$ cat src/design/tpc_pkg.sv
// tpc_pkg: shared types and constants for the triangle plane clipper.
// Used by tpc_front, tpc_queue, tpc_back and triangle_plane_clipper.
package tpc_pkg;

  localparam int unsigned CW  = 32;        // coordinate width
  localparam int unsigned NW  = 18;        // normal component width
  localparam int unsigned PRW = 50;        // normal * coordinate product
  localparam int unsigned DW  = 53;        // signed plane distance
  localparam int unsigned RW  = 55;        // divider remainder / divisor
  localparam int unsigned TRI_W = 9 * CW;  // one packed triangle

  localparam logic [2:0] REG_POINT_X  = 3'd0;
  localparam logic [2:0] REG_POINT_Y  = 3'd1;
  localparam logic [2:0] REG_POINT_Z  = 3'd2;
  localparam logic [2:0] REG_NORMAL_X = 3'd3;
  localparam logic [2:0] REG_NORMAL_Y = 3'd4;
  localparam logic [2:0] REG_NORMAL_Z = 3'd5;

  typedef logic [2:0][CW-1:0] vtx_t;

  typedef enum logic [1:0] {
    KIND_NONE,   // all outside, dropped
    KIND_PASS,   // all inside, unchanged
    KIND_ONE,    // one inside, one shrunken triangle
    KIND_TWO     // two inside, two triangles
  } kind_t;

  typedef struct packed {
    logic [2:0][CW-1:0] pt;
    logic [2:0][NW-1:0] nrm;
  } plane_t;

  // vx/dd hold the vertices reordered: inside ones first, each group in input order
  typedef struct packed {
    kind_t              kind;
    vtx_t [2:0]         vx;
    logic [2:0][DW-1:0] dd;
  } qitem_t;

endpackage

$ cat src/design/tpc_queue.sv
// tpc_queue: short FIFO with a registered head between front and back.
// Depends on tpc_pkg.
module tpc_queue (
  input  logic            clk,
  input  logic            rst,
  input  logic            push,
  input  tpc_pkg::qitem_t wdata,
  output logic            full,
  input  logic            rd,
  output logic            ovalid,
  output tpc_pkg::qitem_t odata
);

  tpc_pkg::qitem_t mem [4];
  logic [1:0]      wptr, rptr;
  logic [2:0]      cnt;
  logic            load_out, from_mem, bypass, wr_mem;

  assign full     = (cnt == 3'd4);
  assign load_out = !ovalid || rd;
  assign from_mem = load_out && (cnt != 3'd0);
  assign bypass   = load_out && (cnt == 3'd0) && push;
  assign wr_mem   = push && !bypass;

  always_ff @(posedge clk) begin
    if (rst) begin
      wptr   <= '0;
      rptr   <= '0;
      cnt    <= '0;
      ovalid <= 1'b0;
    end else begin
      if (wr_mem) wptr <= wptr + 2'd1;
      if (from_mem) rptr <= rptr + 2'd1;
      cnt <= cnt + {2'b0, wr_mem} - {2'b0, from_mem};
      if (load_out) ovalid <= from_mem || bypass;
    end
  end

  always_ff @(posedge clk) begin
    if (wr_mem) mem[wptr] <= wdata;
    if (from_mem) odata <= mem[rptr];
    else if (bypass) odata <= wdata;
  end

endmodule

$ cat config.mk
export PLATFORM = sky130hd
export DESIGN_NAME = tpc_queue
export DESIGN_NICKNAME = d
export VERILOG_FILES = /design/src/design/tpc_pkg.sv /design/src/design/tpc_queue.sv
export SDC_FILE = /design/constraint.sdc
export NUM_CORES = 2
export LEC_CHECK = 0
export ABC_CLOCK_PERIOD_IN_PS = 27400
export BUFFER_PORTS_ARGS = -buffer_cell sky130_fd_sc_hd__clkbuf_2
export CELL_PAD_IN_SITES_DETAIL_PLACEMENT = 2
export CELL_PAD_IN_SITES_GLOBAL_PLACEMENT = 2
export CORE_MARGIN = 5
export CORE_UTILIZATION = 40
export CTS_CLUSTER_DIAMETER = 50
export CTS_CLUSTER_SIZE = 8
export DETAILED_ROUTE_END_ITERATION = 8
export GPL_ROUTABILITY_DRIVEN = 1
export PLACE_DENSITY = 0.8
export SYNTH_ARGS = -nofsm -noshare
export SYNTH_HDL_FRONTEND = slang
export SYNTH_SLANG_ARGS = --single-unit
$ cat constraint.sdc
create_clock -name clk -period 27.4 [get_ports clk]
set_clock_uncertainty 0.2 [all_clocks]
set_input_delay 5.48 -clock clk [delete_from_list [all_inputs] [get_ports clk]]
set_output_delay 5.48 -clock clk [all_outputs]
set_load 0.01 [all_outputs]
==> impl_metrics.ini <==
[clock_network]
cts_resized = 0
tritoncts = done
cts_hold_buffers = 0
cts_sinks = 2255
numCtsBuffers = 340
clkLatencyLatePin_ns = 0.95
h-tree-depth = 5
clockBufferDepth = 4
cts_setup_buffers = 0
clk_pin_slew_ns = 0.06
cts_root_buffer = clkbuf_16

[timing]
setup_viol = 0
hold_violations = 0
tightest_slew_ns = 1.170
final.setup.worst_slack_ns = 16.73
tns_ns = 0
max_freq_mhz = 93.70
finalMaxSlewViolations = 0
relSlewSlack_pct = 21.98
rsz0062_at_grt = no
hold_slack_ns = 0.3884
final.period_utilization_pct = 38.95
timing.final.crit_period_ns = 10.67

[cells_and_area]
syn_to_final_growth_pct = 19.83
drive_above_1_share_pct = 49.05
final_nets = 4962

[critical_path]
critPathKind = input pin to register
crit_chain = clkbuf_2 -> nand2b_1 -> a21boi_0 -> buf_4 -> and2_4 -> buf_4 -> buf_4 -> buf_4 -> buf_4 -> buf_4
worst_path_most_repeated_cell = buf_4
critPathSlowestCell = buf_4
worst-path-buf-inv = 7
critPathRequiredTime_ns = 27.68
critPathTopFamily = buffers and inverters
critPathMaxFanout = 57
cp-start-kind = input pin
crit_path_end_kind = register
crit_arrival_ns = 10.96
critical-path-max-stage-delay_ns = 0.84

[global_routing]
grt_pass1_vias = 46670
grt_first_pass_wirelength_um = 377700
grt-ovfl-total = 0
grtUsageTotal_pct = 24.17
antenna_found_initial = 52
grt_max_degree = 128

[route]
drc = 0
drt_iter0_markers = 3912
firstDrtPassIters = 7
wl_per_cell_um = 36.31
via_count = 41800
ant_nets = 0
routed_wl_um = 268800
viasPerCell = 5.646

[power]
powerDensity_mw_per_mm2 = 114.1
irDropWorstVdd_v = 0.00007467
leakagePower_nw = 33.71

[status]
status = finished, final reports clean

[synth]
syn_area_per_cell_sq_um = 25.12
synth_nets = 3809
ys_seq_area_share_pct = 80.38
ys_warn_count = 0
synth_cells = 3349
synth_top_family_by_area = multiplexers
synth_seq_cells = 2255
synth-simple-area-share_pct = 0.1473
synth_compound_area_share_pct = 0.06694
synth.distinct_cells = 28
synth-xor-area-share_pct = 0.02082
synthMuxAreaShare_pct = 18.05
synthAdderAreaFrac_pct = 0.1130
synth_area_sq_mm = 0.08412

[placed_design]
io_buffers = 903
post-place-ws_ns = 15.76
hpwl_um = 166900
gp_congestion = 0.7638

[flow_run]
maxCapViolations = 0

[die]
dieArea_sq_mm = 0.2196
initial_utilization_pct = 40.18
io_pins = 904
row_count = 168
core_sq_mm = 0.2094
die_h_um = 468.6
die_x_um = 468.6

[hold_path]
hold_class = register to register
## layer usage
layer,routed length [um],vias up,track usage (%)
li1,-,16540,-
met1,97520,22840,28.74
met2,143500,1910,43.19
met3,18300,490,5.599
met4,9255,28,8.448
met5,197,-,0
## where the power goes
group | total (W) | internal [W] | switching (W) | leakage, nW
registers | 0.00508 | 0.00468 | 0.000397 | 20.9
logic | 0.00272 | 0.00118 | 0.00154 | 8.38
clock network | 0.00370 | 0.00223 | 0.00147 | 4.41
## stage by stage
step                util [%]  cells  total power [W]  cell area, sq um
finish                 48.14   7404          0.01150            100800
global route           48.13   7394          0.01192            100800
CTS                    48.10   7366          0.01164            100700
detailed placement     43.80   6965         0.007833             91690
global placement       43.80   6965         0.007569             91690
floorplan                  -   3349         0.006907             84120
## flip-flops by register name, indices dropped and copies added, names as in the netlist, named ones only
register and count:
cnt 3, wptr 2, odata 449, ovalid 1, mem 1796, rptr 2
## final timing paths
| path | endpoint | slack (ns) | cells after the start | from |
|---|---|---|---|---|
| hold / removal | register | 0.39 | 2 | rptr[1]$_SDFFE_PP0N_ |
| hold reg to reg | register | 0.39 | 2 | rptr[1]$_SDFFE_PP0N_ |
| setup reg to reg | mem[1][304]$_DFFE_PP_ | 21.02 | 9 | ovalid$_SDFFE_PP0P_ |
| setup / recovery | mem[1][304]$_DFFE_PP_ | 16.73 | 10 | rd |
## logic make-up after synthesis
family                   Yosys count
adder cells (fa/ha/maj)            7
buffers and inverters            158
AND/OR/NAND/NOR                   19
XOR/XNOR                           2
flip-flops                      2255
AO/OA/AOI/OAI                      9
multiplexers                     899
## synthesized netlist by cell type
master	number	area, sq um
a21boi_0	1	7.510
a21oi_1	4	20.02
and2_1	4	25.02
and2b_1	1	7.510
buf_1	23	86.33
buf_2	66	330.3
buf_6	47	529.3
clkbuf_1	14	52.55
dfxtp_1	10	200.2
edfxtp_1	2245	67410
fa_1	1	20.02
ha_1	6	75.07
inv_1	8	30.03
mux2_2	450	5067
mux4_2	449	10110
nand2b_1	1	6.260
nand3_1	1	5.000
nor2_1	5	18.77
nor2_4	1	11.26
nor2b_1	2	12.51
nor3_4	1	16.27
nor3b_1	1	7.510
o2111ai_1	1	8.760
o21ai_0	1	5.000
o31ai_1	2	15.01
or3_1	1	6.260
or4_1	1	7.510
xnor2_1	2	17.52
## worst reg2reg max path: cells and delay by family, from the launching register on
family,cells,cell delay [ns]
DFF,1,0.43
buffers and inverters,6,4.18
AOI/OAI and AO/OA,1,0.29
and+or+nand+nor,2,0.84
## layout by cell type (no fill, tap or decap), types with 2 or more instances in the layout
cell type,count
edfxtp_1,2245
clkbuf_2,903
mux2_2,450
mux4_2,449
clkbuf_16,343
buf_4,51
diode_2,38
clkbuf_1,26
inv_1,8
clkinv_2,8
dfxtp_1,8
inv_6,7
clkinv_1,7
buf_12,7
ha_1,6
nor2_1,4
and2_4,4
a21oi_1,4
nor2_4,2
nor2b_1,2
o31ai_1,2
xnor2_1,2
dfxtp_4,2
clkinv_8,2
bufinv_16,2
clkinvlp_4,2
clkinv_16,2
## area by class of cell
class / instances / area [sq um]
Multi-Input combinational cell: 936 / 15490
Timing Repair Buffer: 961 / 5042
Clock inverter: 32 / 324.1
Fill cell: 18430 / 108600
Tap cell: 2805 / 3510
Sequential cell: 2255 / 67620
Antenna cell: 38 / 95.09
Inverter: 8 / 30.03
Clock buffer: 369 / 8681
Power figures use the tool's default switching activity.
